`src/rtl/lzss_stream_decoder_core_assert.svh`:
```
// Assertion macros for the LZSS stream decoder.
// Included by modules that check their own logic; no other dependencies.
`ifndef LZSS_STREAM_DECODER_CORE_ASSERT_SVH
`define LZSS_STREAM_DECODER_CORE_ASSERT_SVH
`ifndef SYNTHESIS
`define LZSS_ASSERT_IMPL(lbl, clk, rstn, ante, cons) \
    lbl: assert property (@(posedge clk) disable iff (!rstn) (ante) |-> (cons)) \
        else $error("lzss assertion failed");
`define LZSS_ASSERT_NEXT(lbl, clk, rstn, ante, cons) \
    lbl: assert property (@(posedge clk) disable iff (!rstn) (ante) |=> (cons)) \
        else $error("lzss assertion failed");
`else
`define LZSS_ASSERT_IMPL(lbl, clk, rstn, ante, cons)
`define LZSS_ASSERT_NEXT(lbl, clk, rstn, ante, cons)
`endif
`endif

```
`src/rtl/lzss_pkg.sv`:
```
// Shared types, codes and constants of the LZSS stream decoder.
// No dependencies; used by every module of the decoder.
`timescale 1ns / 1ps

package lzss_pkg;

    localparam int CFG_IDX_W  = 2;
    localparam int CFG_DATA_W = 32;

    localparam logic [CFG_IDX_W-1:0] CFG_LOOKAHEAD = 2'd0;
    localparam logic [CFG_IDX_W-1:0] CFG_LIMIT     = 2'd1;

    localparam logic [11:0] LOOKAHEAD_RST = 12'd18;
    localparam logic [31:0] LIMIT_RST     = 32'hFFFF_FFFF;

    localparam int RING_AW_DEF   = 12;
    localparam int CMD_DEPTH_DEF = 4;

    localparam logic [7:0] SPACE_BYTE = 8'h20;
    localparam logic [3:0] FLAG_GROUP = 4'd8;
    // A match copies len + 3 bytes, so its last copy index is len + 2.
    localparam logic [4:0] MATCH_LAST_BIAS = 5'd2;

    localparam logic [1:0] ST_RUN  = 2'd0;
    localparam logic [1:0] ST_DONE = 2'd1;
    localparam logic [1:0] ST_ERR  = 2'd2;

    typedef struct packed {
        logic [7:0] in_byte;
        logic       in_last;
    } in_item_t;

    typedef struct packed {
        logic [7:0]  out_byte;
        logic        data_valid;
        logic        run_last;
        logic [1:0]  status;
        logic [31:0] consumed_count;
        logic [31:0] produced_count;
    } out_item_t;

    typedef enum logic [1:0] {
        CMD_NONE,
        CMD_LIT,
        CMD_MATCH
    } cmd_kind_t;

    typedef struct packed {
        cmd_kind_t   kind;
        logic [7:0]  data;
        logic [11:0] off;
        logic [3:0]  len;
        logic        last;
    } cmd_t;

    function automatic logic [1:0] end_status(input logic hit, input logic last);
        logic [1:0] st;
        if (hit) begin
            st = ST_DONE;
        end else if (last) begin
            st = ST_ERR;
        end else begin
            st = ST_RUN;
        end
        return st;
    endfunction

endpackage

```
`src/rtl/lzss_front.sv`:
```
// Front end of the LZSS decoder: parses flag bytes and token bytes into commands.
// Depends on lzss_pkg.
`timescale 1ns / 1ps

module lzss_front (
    input  logic              aclk,
    input  logic              aresetn,
    input  logic              s_valid,
    output logic              s_ready,
    input  lzss_pkg::in_item_t s_data,
    output logic              push_valid,
    input  logic              push_ready,
    output lzss_pkg::cmd_t    push_cmd
);
    import lzss_pkg::*;

    logic [7:0] flag_shift_reg, flag_shift_next;
    logic [3:0] flags_left_reg, flags_left_next;
    logic       phase_reg, phase_next;
    logic [7:0] offset_low_reg, offset_low_next;
    logic       accept;

    assign s_ready    = push_ready;
    assign push_valid = s_valid;
    assign accept     = s_valid && push_ready;

    always_comb begin
        flag_shift_next = flag_shift_reg;
        flags_left_next = flags_left_reg;
        phase_next      = phase_reg;
        offset_low_next = offset_low_reg;
        push_cmd.kind   = CMD_NONE;
        push_cmd.data   = s_data.in_byte;
        push_cmd.off    = {s_data.in_byte[7:4], offset_low_reg};
        push_cmd.len    = s_data.in_byte[3:0];
        push_cmd.last   = s_data.in_last;

        if (phase_reg) begin
            push_cmd.kind   = CMD_MATCH;
            flag_shift_next = flag_shift_reg >> 1;
            flags_left_next = flags_left_reg - 4'd1;
            phase_next      = 1'b0;
        end else if (flags_left_reg == 4'd0) begin
            flag_shift_next = s_data.in_byte;
            flags_left_next = FLAG_GROUP;
        end else if (flag_shift_reg[0]) begin
            push_cmd.kind   = CMD_LIT;
            flag_shift_next = flag_shift_reg >> 1;
            flags_left_next = flags_left_reg - 4'd1;
        end else begin
            offset_low_next = s_data.in_byte;
            phase_next      = 1'b1;
        end

        // The parser restarts with every new stream.
        if (s_data.in_last) begin
            flag_shift_next = '0;
            flags_left_next = '0;
            phase_next      = 1'b0;
            offset_low_next = '0;
        end
    end

    always_ff @(posedge aclk) begin
        if (!aresetn) begin
            flag_shift_reg <= '0;
            flags_left_reg <= '0;
            phase_reg      <= 1'b0;
            offset_low_reg <= '0;
        end else if (accept) begin
            flag_shift_reg <= flag_shift_next;
            flags_left_reg <= flags_left_next;
            phase_reg      <= phase_next;
            offset_low_reg <= offset_low_next;
        end
    end

endmodule

```
`config.mk`:
```
export PLATFORM = sky130hd
export DESIGN_NAME = lzss_front
export DESIGN_NICKNAME = d
export VERILOG_FILES = /design/src/rtl/lzss_stream_decoder_core_assert.svh /design/src/rtl/lzss_pkg.sv /design/src/rtl/lzss_front.sv
export SDC_FILE = /design/constraint.sdc
export NUM_CORES = 1
export LEC_CHECK = 0
export ABC_AREA = 1
export ABC_CLOCK_PERIOD_IN_PS = 1190
export BUFFER_PORTS_ARGS = -buffer_cell sky130_fd_sc_hd__buf_2
export CAP_MARGIN = 20
export CORE_UTILIZATION = 45
export DETAILED_ROUTE_END_ITERATION = 10
export PLACE_DENSITY = 0.84
export SYNTH_ARGS = -nofsm -noshare
export SYNTH_HDL_FRONTEND = slang
export SYNTH_SLANG_ARGS = --single-unit
```
`constraint.sdc`:
```
create_clock -name aclk -period 1.19 [get_ports aclk]
set_input_delay 0.238 -clock aclk [delete_from_list [all_inputs] [get_ports aclk]]
set_output_delay 0.238 -clock aclk [all_outputs]
set_load 0.01 [all_outputs]
```
Word level (Yosys, flattened, before mapping):

Cells that the tools add are included.

* add/sub/neg operators: 1
* reductions and logical operators: 5
* equality and inequality tests: 3
* muxes and demuxes: 19

Operators by type and width (number)
* $mux W8: 8
* $mux W4: 4
* $mux W1: 6
* $ne A2 B2 Y1 const B: 3
* $logic_not A4 Y1: 1
* $reduce_and A4 Y1: 1
* $reduce_bool A4 Y1: 1
* $sub A4 B1 Y4 const B: 1
* $mux W2: 1
* $reduce_and A2 Y1: 1
* $logic_and A1 B1 Y1: 1

* output and inout port bits: 29
* register bits: 21

Longest topological paths before layout:

* word-level depth: 5
* gate-level depth with buffers: 9

Worst setup path before layout:

No wires, ideal clock.

* path type: register to register
* start point: register flags_left_reg[0]
* end point: register flag_shift_reg[7]
* arrival: 1.171 ns
* required time: 1.078 ns
* buffers on the path: 1
* library setup time: 0.112 ns
* path slack: -0.092 ns
* cell stages (with the launch flop): 9
* cells stage by stage: dfxtp_1 > inv_1 > ha_1 > nand2_2 > nand3_2 > nand2_2 > buf_6 > a21oi_2 > nor2_1

* word-level cells in the longest chain between the ends: 4

RTL lines
* from (decl): line lzss_front.sv:18 `logic [3:0] flags_left_reg, flags_left_next;`
* from (signal assigned): line lzss_front.sv:72 `flags_left_reg <= flags_left_next;`
* $logic_not A4 Y1 *: line lzss_front.sv:43 `end else if (flags_left_reg == 4'd0) begin`
* $mux W8: line lzss_front.sv:43
* $mux W8: line lzss_front.sv:38 `if (phase_reg) begin`
* $mux W8: line lzss_front.sv:56 `if (s_data.in_last) begin`
* to (signal assigned): line lzss_front.sv:71 `flag_shift_reg <= flag_shift_next;`
* to (decl): line lzss_front.sv:17 `logic [7:0] flag_shift_reg, flag_shift_next;`

Mark *: on every way between the ends. The rest lies on a longest branch, timed or not.
A chain may end at the register's enable or synchronous reset.

==> flow_summary.toml <==
[floorplan]
die_x_um = 55.85
pin_count = 42
num_rows = 19
start_util = 0.4732
die_h_um = 55.85
core-area_um2 = 2758
dieArea_um2 = 3119

[synthesis]
synth_fp_nets = 199
yosysUniqueCellTypes = 24
yosysSeqAreaShare = 0.3221
syn-cell-area_um2 = 1305
synth_seq_cells = 21
syn_inst = 184
synth_warnings = 0
avgSynthCellArea_um2 = 7.092

[grt]
grt_overflow = 0
grt_usage = 0.2075
met3_usage = 0.03256
use_met1 = 0.2598
grt_pass1_wl_um = 5188
use_met2 = 0.3477
antenna_found_initial = 0
busiest_layer = "met2"
grt_pass1_vias = 1177
grt_max_degree = 13

[setup_path]
critPathLaunchType = "flop"
cp.arrival_ns = 1.20
end_kind = "output pin"
crit_type = "reg2out"
r2r_end = "flags_left_reg[1]"
worst_r2r_path_depth = 8
rrSetupSlack_ns = -0.21
crit_fanout = 2
required_ns = 0.95
rr_startpoint = "flags_left_reg[0]"

[power]
clock_power_share = 0.202
seqPwrFrac = 0.425
max-vdd-ir-drop_mv = 0.6887
p_sw_mw = 0.6260
p_int_mw = 1.155
p_leak_nw = 0.8607
power_density_nw_per_um2 = 1005
power_switching_share = 0.3515
p_comb_frac = 0.372

[place]
dpl_worst_slack_ns = -0.07223
place.gp.congestion = 0.8426
io_buffers = 41
hpwl_um = 2075
placed_cells_incl_taps = 245

[flow_run]
drv_cap = 0

[drt]
antenna_left = 0
drcViolationCount = 0
post_drt_wl_per_cell_um = 12.98
drt-initial-drc-count = 63
avgViaCountPerCell = 5.142
via_count = 1342
first_pass_iters = 4
routed_wl_um = 3388

[sta]
skew_ns = 0.001971
fmaxAchievable_mhz = 697.7
tightest_slew_ns = 0.3180
rsz0062_at_grt = "yes"
period_minus_slack_ns = 1.433
slew_viol_final = 0
fin_ws_ns = -0.2433
slew_headroom = 0.7878
setup_violations = 22
finalHoldViolCount = 0
min_period_over_period = 1.204
tns_ns = -3.193

[clock_tree]
tritoncts = "built"
clkSlewWorstSetupHoldPaths_ns = 0.12
clock_path_buffers = 2
cts_sinks = 21
cts-htree-levels = 1
hold_buffers = 0
numCtsBuffers = 3
insertion_delay_ns = 0.31
cts_root_buffer = "clkbuf_4"

[outcome]
violations = "setup timing"
outcome = "finished, violations left"

[layout]
areaGrowthSynthToFinish_pct = 35.76
drive_gt1_frac = 0.4739
diodes = 0
final_cell_mix = "buf_2, nand2_1, inv_1, nor2_1, dfxtp_1"
fin_cells = 261
fin_nets = 246
final_common_cell = "buf_2"

[min_path]
hold_end = "flag_shift_reg[2]"
min_path_cells = 3
hold_class = "in2reg"
hp-start = "s_data[3]"
[cells in the mapped netlist (all sizes together)]
cell type	count	area share
clkinv	1	0.0038
nor2	19	0.060
ha	2	0.019
buf	24	0.14
dfxtp	21	0.32
or2	1	0.0048
nand3	19	0.10
inv	24	0.069
a21oi	14	0.068
nand4	9	0.043
nand2	38	0.12
o21bai	1	0.0058
o21ai	11	0.045
[through the flow]
stage | instance area, um^2 | power, mW | hold WS, ns | utilization
floorplan | 1318 | 1.105 | 0.3869 | -
global placement | 1489 | 1.201 | 0.4469 | 0.5399
detailed placement | 1489 | 1.211 | 0.4498 | 0.5399
CTS | 1667 | 1.678 | 0.2441 | 0.6044
global route | 1772 | 1.868 | 0.2496 | 0.6425
finish | 1772 | 1.781 | 0.2421 | 0.6425
[power groups by stage]
stage                     clock, mW  combinational [mW]  sequential, mW
final                         0.361               0.663           0.757
after floorplan                   0               0.333           0.772
after global routing          0.394               0.712           0.762
after CTS                     0.358               0.565           0.755
after detailed placement          0               0.442           0.769
after global placement            0               0.432           0.769
[cell type report]
type	instances	area [um^2]
fillers	209	985.9
multi-input cells	116	752.0
repair buffers	64	431.7
flip-flops and latches	21	424.2
inverters	25	97.59
well taps	31	38.79
clock buffers	3	22.52
clock inverters	1	5.005
[cell families (layout without fill, tap and decap cells)]
family | count (synthesis) | in the layout | synth area share
flip-flops | 21 | 21 | 0.3221
AND/OR/NAND/NOR | 86 | 88 | 0.3269
adder cells (fa/ha/maj) | 2 | 2 | 0.01917
buffers and inverters | 49 | 93 | 0.2128
AO/OA/AOI/OAI | 26 | 26 | 0.1189
[worst max-delay path: stages, from the launching register on]
cell	delay [ns]
dfxtp_2	0.35
inv_2	0.05
ha_4	0.17
nand2_4	0.07
nand2_4	0.05
nor2_1	0.08
buf_2	0.13
[worst max-delay path by stage]
stage                            startpoint                 to  slack [ns]  cells after the start
after floorplan           flags_left_reg[1]  flag_shift_reg[3]        0.03                      8
after global placement    flags_left_reg[1]  flags_left_reg[1]       -0.04                      6
after detailed placement  flags_left_reg[0]  flags_left_reg[1]       -0.07                      6
after CTS                 flags_left_reg[0]       push_cmd[25]       -0.25                      6
after global routing      flags_left_reg[0]       push_cmd[25]       -0.31                      6
final                     flags_left_reg[0]       push_cmd[25]       -0.24                      6
[per-layer routing]
layer / part of all wire / vias up
li1: - / 671
met5: 0 / -
met2: 0.51 / 58
met4: 0.021 / 0
met1: 0.42 / 605
met3: 0.054 / 8
[repair_timing]
item                       CTS  global route
setup endpoints to repair   13            23
pin swaps                   14            15
cloned                       1             1
buffers inserted             6             5
gates resized for setup     26            17
Note: power is estimated with default switching activity, not from simulation.
