## config.mk

```make
export PLATFORM = sky130hd
export DESIGN_NAME = lzss_cmd_fifo
export DESIGN_NICKNAME = d
export VERILOG_FILES = /design/src/rtl/lzss_stream_decoder_core_assert.svh /design/src/rtl/lzss_pkg.sv /design/src/rtl/lzss_cmd_fifo.sv
export SDC_FILE = /design/constraint.sdc
export NUM_CORES = 1
export LEC_CHECK = 0
export BUFFER_PORTS_ARGS = -buffer_cell sky130_fd_sc_hd__buf_2
export CAP_MARGIN = 30
export CORE_UTILIZATION = 56
export CTS_CLUSTER_SIZE = 8
export DETAILED_ROUTE_END_ITERATION = 10
export PLACE_DENSITY_LB_ADDON = 0.25
export REMOVE_ABC_BUFFERS = 1
export SETUP_SLACK_MARGIN = 0.15
export SLEW_MARGIN = 20
export SYNTH_ARGS = -nofsm -noshare
export SYNTH_HDL_FRONTEND = slang
export SYNTH_SLANG_ARGS = --single-unit
```

## constraint.sdc

```tcl
create_clock -name aclk -period 2.6 [get_ports aclk]
set_input_delay 0.52 -clock aclk [delete_from_list [all_inputs] [get_ports aclk]]
set_output_delay 0.52 -clock aclk [all_outputs]
set_load 0.02 [all_outputs]
```

## src/rtl/lzss_stream_decoder_core_assert.svh

```systemverilog
// Assertion macros for the LZSS stream decoder.
// Included by modules that check their own logic; no other dependencies.
`ifndef LZSS_STREAM_DECODER_CORE_ASSERT_SVH
`define LZSS_STREAM_DECODER_CORE_ASSERT_SVH
`ifndef SYNTHESIS
`define LZSS_ASSERT_IMPL(lbl, clk, rstn, ante, cons) \
    lbl: assert property (@(posedge clk) disable iff (!rstn) (ante) |-> (cons)) \
        else $error("lzss assertion failed");
`define LZSS_ASSERT_NEXT(lbl, clk, rstn, ante, cons) \
    lbl: assert property (@(posedge clk) disable iff (!rstn) (ante) |=> (cons)) \
        else $error("lzss assertion failed");
`else
`define LZSS_ASSERT_IMPL(lbl, clk, rstn, ante, cons)
`define LZSS_ASSERT_NEXT(lbl, clk, rstn, ante, cons)
`endif
`endif

```

## src/rtl/lzss_pkg.sv

```systemverilog
// Shared types, codes and constants of the LZSS stream decoder.
// No dependencies; used by every module of the decoder.
`timescale 1ns / 1ps

package lzss_pkg;

    localparam int CFG_IDX_W  = 2;
    localparam int CFG_DATA_W = 32;

    localparam logic [CFG_IDX_W-1:0] CFG_LOOKAHEAD = 2'd0;
    localparam logic [CFG_IDX_W-1:0] CFG_LIMIT     = 2'd1;

    localparam logic [11:0] LOOKAHEAD_RST = 12'd18;
    localparam logic [31:0] LIMIT_RST     = 32'hFFFF_FFFF;

    localparam int RING_AW_DEF   = 12;
    localparam int CMD_DEPTH_DEF = 4;

    localparam logic [7:0] SPACE_BYTE = 8'h20;
    localparam logic [3:0] FLAG_GROUP = 4'd8;
    // A match copies len + 3 bytes, so its last copy index is len + 2.
    localparam logic [4:0] MATCH_LAST_BIAS = 5'd2;

    localparam logic [1:0] ST_RUN  = 2'd0;
    localparam logic [1:0] ST_DONE = 2'd1;
    localparam logic [1:0] ST_ERR  = 2'd2;

    typedef struct packed {
        logic [7:0] in_byte;
        logic       in_last;
    } in_item_t;

    typedef struct packed {
        logic [7:0]  out_byte;
        logic        data_valid;
        logic        run_last;
        logic [1:0]  status;
        logic [31:0] consumed_count;
        logic [31:0] produced_count;
    } out_item_t;

    typedef enum logic [1:0] {
        CMD_NONE,
        CMD_LIT,
        CMD_MATCH
    } cmd_kind_t;

    typedef struct packed {
        cmd_kind_t   kind;
        logic [7:0]  data;
        logic [11:0] off;
        logic [3:0]  len;
        logic        last;
    } cmd_t;

    function automatic logic [1:0] end_status(input logic hit, input logic last);
        logic [1:0] st;
        if (hit) begin
            st = ST_DONE;
        end else if (last) begin
            st = ST_ERR;
        end else begin
            st = ST_RUN;
        end
        return st;
    endfunction

endpackage

```

## src/rtl/lzss_cmd_fifo.sv

```systemverilog
// Short command queue between the front and back ends of the LZSS decoder.
// Depends on lzss_pkg; DEPTH must be a power of two.
`timescale 1ns / 1ps

module lzss_cmd_fifo #(
    parameter int DEPTH = lzss_pkg::CMD_DEPTH_DEF
) (
    input  logic           aclk,
    input  logic           aresetn,
    input  logic           push_valid,
    output logic           push_ready,
    input  lzss_pkg::cmd_t push_cmd,
    output logic           pop_valid,
    input  logic           pop_ready,
    output lzss_pkg::cmd_t pop_cmd
);
    import lzss_pkg::*;

    localparam int PW = $clog2(DEPTH);
    localparam logic [PW:0] FULL_COUNT = (PW + 1)'(DEPTH);

    cmd_t          entries [DEPTH];
    logic [PW-1:0] wr_ptr_reg, wr_ptr_next;
    logic [PW-1:0] rd_ptr_reg, rd_ptr_next;
    logic [PW:0]   count_reg, count_next;
    logic          push, pop;

    assign push_ready = (count_reg != FULL_COUNT);
    assign pop_valid  = (count_reg != '0);
    assign pop_cmd    = entries[rd_ptr_reg];
    assign push       = push_valid && push_ready;
    assign pop        = pop_valid && pop_ready;

    always_comb begin
        wr_ptr_next = push ? wr_ptr_reg + 1'b1 : wr_ptr_reg;
        rd_ptr_next = pop ? rd_ptr_reg + 1'b1 : rd_ptr_reg;
        count_next  = count_reg;
        if (push && !pop) begin
            count_next = count_reg + 1'b1;
        end else if (pop && !push) begin
            count_next = count_reg - 1'b1;
        end
    end

    always_ff @(posedge aclk) begin
        if (!aresetn) begin
            wr_ptr_reg <= '0;
            rd_ptr_reg <= '0;
            count_reg  <= '0;
        end else begin
            wr_ptr_reg <= wr_ptr_next;
            rd_ptr_reg <= rd_ptr_next;
            count_reg  <= count_next;
        end
        if (push) begin
            entries[wr_ptr_reg] <= push_cmd;
        end
    end

endmodule

```

---- Word level (Yosys, flattened, before mapping) ----
Memories as Yosys holds them, arrays and structs flattened. A register that Yosys moved wholly into a read port is not among the register bits.
Cells that the tools add are included.
Widths: inputs -> output; s select.
cells by class
  $add $sub $neg .......................... 4
  eq/ne operators ......................... 1
  mux-type cells .......................... 6
  reductions and logical operators ........ 8
operators with widths
  operator             count
  $mux 3               2
  $add 2x1->2 const B  2
  $logic_and 1x1->1    4
  $mux 2               2
  $add 3x1->3 const B  1
  $ne 3x3->1 const B   1
  $reduce_bool 3->1    1
  $sub 3x1->3 const B  1
  $logic_not 1->1      2
  $mux 1               2
  $reduce_bool 2->1    1
word-level totals
  flip-flop bits (word level) ............. 7
  bits in writable memories ............... 108
  output and inout port bits .............. 29
  logic and storage cells ................. 23
  memories ................................ 1
memories
  memory   depth  bits a word  rd ports  clocked after memory_dff  wr ports  RTL line             source
  entries  4      27           1         1                         1         lzss_cmd_fifo.sv:22  cmd_t entries [DEPTH];

---- Logic depth before layout (Yosys ltp) ----
Gate-level depths: netlist of run 1.
  depth after elaboration ................. 6
  mapped depth ............................ 8
  gate-level depth less buffers ........... 8

---- Worst setup path before layout of run 1 ----
OpenSTA, ideal clock, no wires.
  path kind ............................... register to register
  from .................................... register count_reg[0]
  to ...................................... register count_reg[2]
  setup time .............................. 76 ps
  arrival time ............................ 2,038 ps
  required time ........................... 2,524 ps
  path slack .............................. 487 ps
  cell stages (with the launch flop) ...... 9
  buffers on the path ..................... 0
  clock period less this slack ............ 2,113 ps
  path through ............................ dfxtp_1 > nor2_1 > a21boi_2 > ha_1 > inv_1 > fa_1 > xor2_1 > or3_1 > a21boi_0
between the ends
  word-level cells in the longest chain between the ends .. 5
ends and longest elaborated chain
  item                         RTL line             source
  from (decl)                  lzss_cmd_fifo.sv:25  logic [PW:0] count_reg, count_next;
  from (signal assigned)       lzss_cmd_fifo.sv:53  count_reg <= count_next;
  $ne 3x3->1 *                 lzss_cmd_fifo.sv:28  assign push_ready = (count_reg != FULL_COUNT);
  $logic_and 1x1->1 *          lzss_cmd_fifo.sv:31  assign push = push_valid && push_ready;
  net push                     lzss_cmd_fifo.sv:26  logic push, pop;
  $logic_not 1->1              lzss_cmd_fifo.sv:40  end else if (pop && !push) begin
  $logic_and 1x1->1            lzss_cmd_fifo.sv:40
  $reduce_bool 2->1 (no line)  --
The timed path passes the listed nets; every way through them passes the cells marked *. The select of a mux whose other input is x is not followed.
A chain may end at the register's enable or synchronous reset.

==> reports/qor.txt, run 1 <==
status - completed
vias per inst - 5.44
final setup violation count - 0
area growth from synthesis to layout - 22.9%
total die area - 8290 um^2
Max Cap Viol - 0
DRC Markers - 0
sequential-to-total area share from yosys stat - 0.771
CP Class - reg -> out
Post-Route WL - 7130 um
setup TNS - 0 ps
metal3 WL - 340 um
Initial DRC Count - 175
Total GRT Usage - 0.191
minimum clock period - 2360 ps
PD cells - 1100 nW/um^2
worst-case clock buffer depth - 2
clock sink total - 117
Worst R2R Path Depth - 8
Die Ht - 91.0 um
Final Max Tran Viols - 0
asr flop ratio synth - 0
Final Power - 6.03 mW
CTS Buf Count - 17
initial core utilization - 0.577
Nets - 304
placed cells - 350
CP Capture Type - primary output
Max Fclk - 0.424 GHz
endpoints failing hold - 0
Synth cell types - 24
WL/cell - 18.7 um
Syn Inst Count - 189
I/O Pins - 60
Slew headroom - 0.719
overall via count from detail_route - 2,079
# diodes - 0
Synth Warn # - 0
crit-path cells - buf_4 > mux4_2 > buf_2
Die X - 91.0 um
Largest stage delay, worst path - 560 ps
Max H-tree Level - 4
DRT Pass-1 Iters - 5
Core ar. - 7690 um^2
Cell Area, Synth - 4440 um^2
max reg flops - 108
initial antenna violation count - 0
most common cell after layout, fill and taps aside - edfxtp_1
Setup Skew - 7.08 ps
commonest cells after routing, fill and taps aside - edfxtp_1 (108), buf_2 (59), mux4_2 (20)
Slew @ Worst Pin - 421 ps
Startpoint Class - register
Post-synth EDFFs - 108
Finished Cell Area - 5460 um^2
Layout Cells excl Fill - 382
Worst path slowest cell - mux4_2
total global routing overflow - 0
Pleak - 1.91 nW
Mapped Avg Cell Area - 23.5 um^2
routability cong. - 0.692
WP data required - 2080 ps
worst path arrival time - 1840 ps
Metal-1 WL - 3020 um
share of cells above drive strength 1 - 0.432
first-pass GRT wire length - 11,300 um
post-DP HPWL - 4090 um
CTS tree - done
CTS root buf - clkbuf_8
number of port buffers - 59
worst-path fanout max - 12
Detail Route Antenna Nets - 0
Max VDD drop - 0.613 mV
RSZ-0062 raised after global routing - no
postcts setup bufs - 0
Final Util - 0.710
synthesized flop and latch total - 117
met2 wire len - 3700 um
Cell Area, Placed - 4860 um^2
fin crit share - 0.907
Reg clk slew, reported paths - 60 ps
Rows - 32
Worst Hold Class - in -> reg
Hold Path Depth - 1
vias in the first global route - 2,235
clock latency on the worst-skew pair - 500 ps
Post-synth top flop - edfxtp_1
largest net degree at the start of global routing - 28
Top Metal Used - met4
cell type report:
type	instances	area [um^2]
clock inverter	15	181
fill	490	2230
inverter	3	11.3
sequential	117	3420
multi-input combinational	62	935
clock buffer	17	414
timing repair buffer	66	364
tap	102	128
worst paths after layout:
check	from	slack, ps	endpoint
worst max register to register	count_reg[0]	280	count_reg[2]
worst min-delay path	push_cmd[19]	230	entries[3][19]
worst max-delay path	register	240	pop_cmd[4]
worst min register to register	wr_ptr_reg[1]	510	wr_ptr_reg[1]
synthesized netlist by cell type (all sizes together) (2+ instances only):
cell type    n  area (um^2)
dfxtp        9          180
buf          6         66.3
nand2        5         18.8
or3          2         12.5
and2         8         50.1
mux4        27          634
a21boi       2         18.8
mux2i        3         30.0
edfxtp     108         3240
xnor2        3         26.3
ha           5         62.6
inv          3         11.3
metrics by stage:
stage,hold WS (ps),setup WS (ps)
detailed placement,501,277
global placement,499,379
finish,234,242
floorplan,468,97.5
CTS,212,199
global route,214,160
where the power goes:
| group | internal [mW] | total [mW] | leakage (nW) | switching, mW |
|---|---|---|---|---|
| Sequential | 2.29 | 2.39 | 1.06 | 0.0925 |
| Combinational | 0.602 | 1.36 | 0.570 | 0.762 |
| Clock | 1.46 | 2.28 | 0.278 | 0.816 |
critical path, delay by kind of cell (launching register included):
kind                   cells  cell delay, ps
multiplexers               1             560
flip-flops                 1             330
buffers and inverters      2             460
logic make-up after synthesis:
kind of cell	synth area share
flops	0.771
simple gates	0.0206
buf+inv	0.0183
xor+xnor	0.00789
mux	0.150
fa+ha+maj	0.0186
compound gates	0.0138
repair_timing:
action                                 in CTS  in global routing
endpoints found under the hold margin       0                  0
setup endpoints to repair                   1                  0
resized for setup                           1                  0
hold buffers                                0                  0
routing by layer:
layer  GRT usage  vias to the layer above
met1       0.238                     1064
met2       0.311                       57
li1            -                      945
met4      0.0926                        0
met5           0                        -
met3      0.0544                       13
Power figures use the tool's default switching activity.
==> run 2: changes to the inputs <==
Settings changed: GPL_TIMING_DRIVEN from default to 0, PLACE_DENSITY from default to 0.88, PLACE_DENSITY_LB_ADDON 0.25 to default.
==> reports/qor.txt, run 2 (synthesized netlist as in run 1, its figures left out) <==
status - completed
RSZ-0062 raised after global routing - no
Setup Skew - 7.09 ps
met2 wire len - 3830 um
Worst Hold Class - in -> reg
Post-Route WL - 7430 um
Die Ht - 91.0 um
routability cong. - 0.640
post-cts hold buffer count - 0
worst hold margin - 224 ps
placed cells - 344
first-pass GRT wire length - 11,700 um
Total GRT Usage - 0.202
area growth from synthesis to layout - 22.3%
number of port buffers - 59
Core ar. - 7690 um^2
Setup WS pre-CTS - 208 ps
Max Cap Viol - 0
Pleak - 1.89 nW
most common cell after layout, fill and taps aside - edfxtp_1
Die X - 91.0 um
Layout Cells excl Fill - 379
R2R Setup Slk - 410 ps
Detail Route Antenna Nets - 0
minimum clock period - 2340 ps
metal3 WL - 458 um
Max Fclk - 0.427 GHz
Rows - 32
Initial DRC Count - 120
Reg clk slew, reported paths - 60 ps
Slew @ Worst Pin - 738 ps
WP data required - 2080 ps
Final Util - 0.706
Max VDD drop - 0.783 mV
Final Max Tran Viols - 0
Finished Cell Area - 5430 um^2
largest net degree at the start of global routing - 28
CP Class - reg -> out
max reg flops - 108
total die area - 8290 um^2
CTS tree - done
Startpoint Class - register
worst path arrival time - 1820 ps
initial antenna violation count - 0
share of cells above drive strength 1 - 0.451
total global routing overflow - 0
initial core utilization - 0.577
Nets - 301
DRC Markers - 0
WL/cell - 19.6 um
DRT Pass-1 Iters - 5
fin crit share - 0.901
Max H-tree Level - 4
# diodes - 0
setup ws final - 256 ps
Cell Area, Placed - 4830 um^2
fillcell total - 493
clock latency on the worst-skew pair - 510 ps
CTS root buf - clkbuf_8
worst-case clock buffer depth - 2
PD cells - 1090 nW/um^2
endpoints failing hold - 0
clock sink total - 117
post-DP HPWL - 4340 um
Top Metal Used - met4
vias per inst - 5.50
CTS Buf Count - 17
worst-path fanout max - 6
I/O Pins - 60
vias in the first global route - 2,191
overall via count from detail_route - 2,086
Metal-1 WL - 3050 um
commonest cells after routing, fill and taps aside - edfxtp_1 (108), buf_2 (59), mux4_2 (20)
CP Capture Type - primary output
Slew headroom - 0.508
final setup violation count - 0
[run 2: path summary, 6_finish.rpt]
kind                                 endpoint  depth (start not counted)          start
worst max register to register   count_reg[2]                          8   count_reg[0]
worst min register to register  wr_ptr_reg[0]                          2  wr_ptr_reg[0]
worst min-delay path            entries[0][9]                          1    push_cmd[9]
worst max-delay path              pop_cmd[24]                          3       register
[run 2: timing repair]
action / 4_1_cts / 5_1_grt
cloned: 0 / 0
pin swaps: 0 / 1
resized for setup: 2 / 3
endpoints found under the setup margin: 27 / 1
setup buffers: 3 / 0
[run 2: per-layer routing]
| layer | up-vias | GRT usage |
|---|---|---|
| met5 | - | 0 |
| met4 | 0 | 0.0675 |
| met3 | 10 | 0.0846 |
| met2 | 80 | 0.341 |
| met1 | 1054 | 0.236 |
| li1 | 942 | - |
[run 2: layout make-up]
class	instances	area [um^2]	share of cell area
Tap cell	102	128	0.0235
Inverter	3	11.3	0.00207
Timing Repair Buffer	63	370	0.0682
Multi-Input combinational cell	62	947	0.175
Sequential cell	117	3430	0.633
Clock inverter	15	124	0.0228
Clock buffer	17	414	0.0763
[run 2: critical path: stages, from the launching register on]
cell     delay [ps]
dfxtp_4         410
buf_12          140
mux4_1          580
buf_2           180
[run 2: through the flow]
stage                     total power [mW]  setup TNS [ps]
after floorplan                       3.35               0
after detailed placement              3.82               0
final                                 5.89               0
after global placement                3.72           -9820
after global routing                  6.14               0
after CTS                             5.94               0
[run 2: power breakdown]
group          leakage [nW]  internal (mW)  switching [mW]
clock network         0.252           1.19           0.856
logic                 0.572          0.667           0.731
registers              1.07           2.30           0.147
total                  1.89           4.16            1.73
==> run 3: changes to the inputs <==
Settings changed: MAX_ROUTING_LAYER from default to met4, PLACE_DENSITY 0.88 to 0.89.
==> reports/qor.txt, run 3 (synthesized netlist as in run 1, its figures left out) <==
status - completed
CTS root buf - clkbuf_8
Worst Hold Class - in -> reg
Finished Cell Area - 5520 um^2
Final Util - 0.718
Rows - 32
Die Ht - 91.0 um
Worst path slowest cell - mux4_1
most common cell after layout, fill and taps aside - edfxtp_1
CTS tree - done
number of port buffers - 59
vias in the first global route - 2,275
Initial DRC Count - 160
DRT Pass-1 Iters - 4
share of cells above drive strength 1 - 0.448
I/O Pins - 60
DRC Markers - 0
total die area - 8290 um^2
fillcell total - 448
clock sink total - 117
WP data required - 2080 ps
# diodes - 0
net switching power - 1.71 mW
routability cong. - 0.658
Slew @ Worst Pin - 746 ps
total global routing overflow - 0
PD cells - 1160 nW/um^2
initial antenna violation count - 0
Total GRT Usage - 0.240
RSZ-0062 raised after global routing - no
initial core utilization - 0.577
placed cells - 344
worst hold margin - 220 ps
area growth from synthesis to layout - 24.3%
Largest stage delay, worst path - 580 ps
Max VDD drop - 0.804 mV
Detail Route Antenna Nets - 0
Max Fclk - 0.425 GHz
Core ar. - 7690 um^2
CTS Buf Count - 17
Startpoint Class - register
Layout Cells excl Fill - 379
WL/cell - 23.1 um
Cell Area, Placed - 4830 um^2
fin crit share - 0.905
clock latency on the worst-skew pair - 510 ps
overall via count from detail_route - 2,174
CP Class - reg -> out
Nets - 301
CP Capture Type - primary output
worst-case clock buffer depth - 2
Reg clk slew, reported paths - 50 ps
worst-path fanout max - 16
sequential power share - 0.384
crit-path cells - buf_16 > mux4_1 > buf_2
Pleak - 1.95 nW
Comb power frac - 0.217
Post-Route WL - 8740 um
post-DP HPWL - 4480 um
Slew headroom - 0.502
max reg flops - 108
Max H-tree Level - 4
Final Max Tran Viols - 0
endpoints failing hold - 0
commonest cells after routing, fill and taps aside - edfxtp_1 (108), buf_2 (59), mux4_2 (20)
worst path arrival time - 1830 ps
switching part of the total power - 0.268
clock share of power - 0.399
Setup Skew - 3.78 ps
setup ws final - 248 ps
largest net degree at the start of global routing - 28
first-pass GRT wire length - 13,200 um
final setup violation count - 0
Setup WS pre-CTS - 274 ps
vias per inst - 5.74
Int Pwr - 4.68 mW
minimum clock period - 2350 ps
Max Cap Viol - 0
Die X - 91.0 um
## run 3: cell count changes in the layout (fill, tap and decap cells not counted), sizes merged
cell / before / now
bufinv: 0 / 6
clkinvlp: 4 / 0
clkinv: 5 / 9
inv: 9 / 3
## run 3: power by group through the flow
stage / sequential (mW) / clock, mW / combinational (mW)
after floorplan: 2.49 / 0 / 0.861
after global placement: 2.56 / 0 / 1.17
after detailed placement: 2.51 / 0 / 1.30
after CTS: 2.46 / 2.56 / 1.40
after global routing: 2.48 / 2.65 / 1.48
final: 2.45 / 2.55 / 1.39
## run 3: critical path, delay by kind of cell (launching register included)
| kind | cells | cell delay (ps) |
|---|---|---|
| buffers and inverters | 2 | 360 |
| DFF | 1 | 380 |
| muxes | 1 | 580 |
## run 3: per-layer routing
layer,GRT usage,part of all wire,vias to the layer above
li1,-,-,944
met1,0.295,0.39,1106
met2,0.387,0.52,109
met3,0.0653,0.071,15
met4,0.0886,0.016,0
met5,-,0,-
## run 3: worst paths after layout
kind	from	to	slack, ps	depth (start not counted)
setup / recovery	register	pop_cmd[23]	250	3
hold / removal	push_cmd[18]	entries[1][18]	220	1
setup reg to reg	count_reg[1]	count_reg[2]	340	8
hold reg to reg	wr_ptr_reg[1]	wr_ptr_reg[1]	500	2
## run 3: layout make-up
cell class                      count  area [um^2]  area share
Clock inverter                     15          235      0.0426
Timing Repair Buffer               63          358      0.0649
Clock buffer                       17          414      0.0751
Multi-Input combinational cell     62          940       0.170
Inverter                            3         11.3     0.00204
Tap cell                          102          128      0.0231
Sequential cell                   117         3430       0.622
## run 3: metrics by stage
stage                     setup TNS (ps)  power [mW]
after detailed placement               0        3.81
after global placement            -10270        3.73
after CTS                              0        6.42
final                                  0        6.39
after floorplan                        0        3.35
after global routing                   0        6.60
## run 3: what timing repair did
item / 4_1_cts / 5_1_grt
setup endpoints to repair: 26 / 1
pin swaps: 0 / 1
setup buffers: 1 / 2
cloned: 0 / 0
gates resized for setup: 2 / 1
hold buffers: 0 / 0
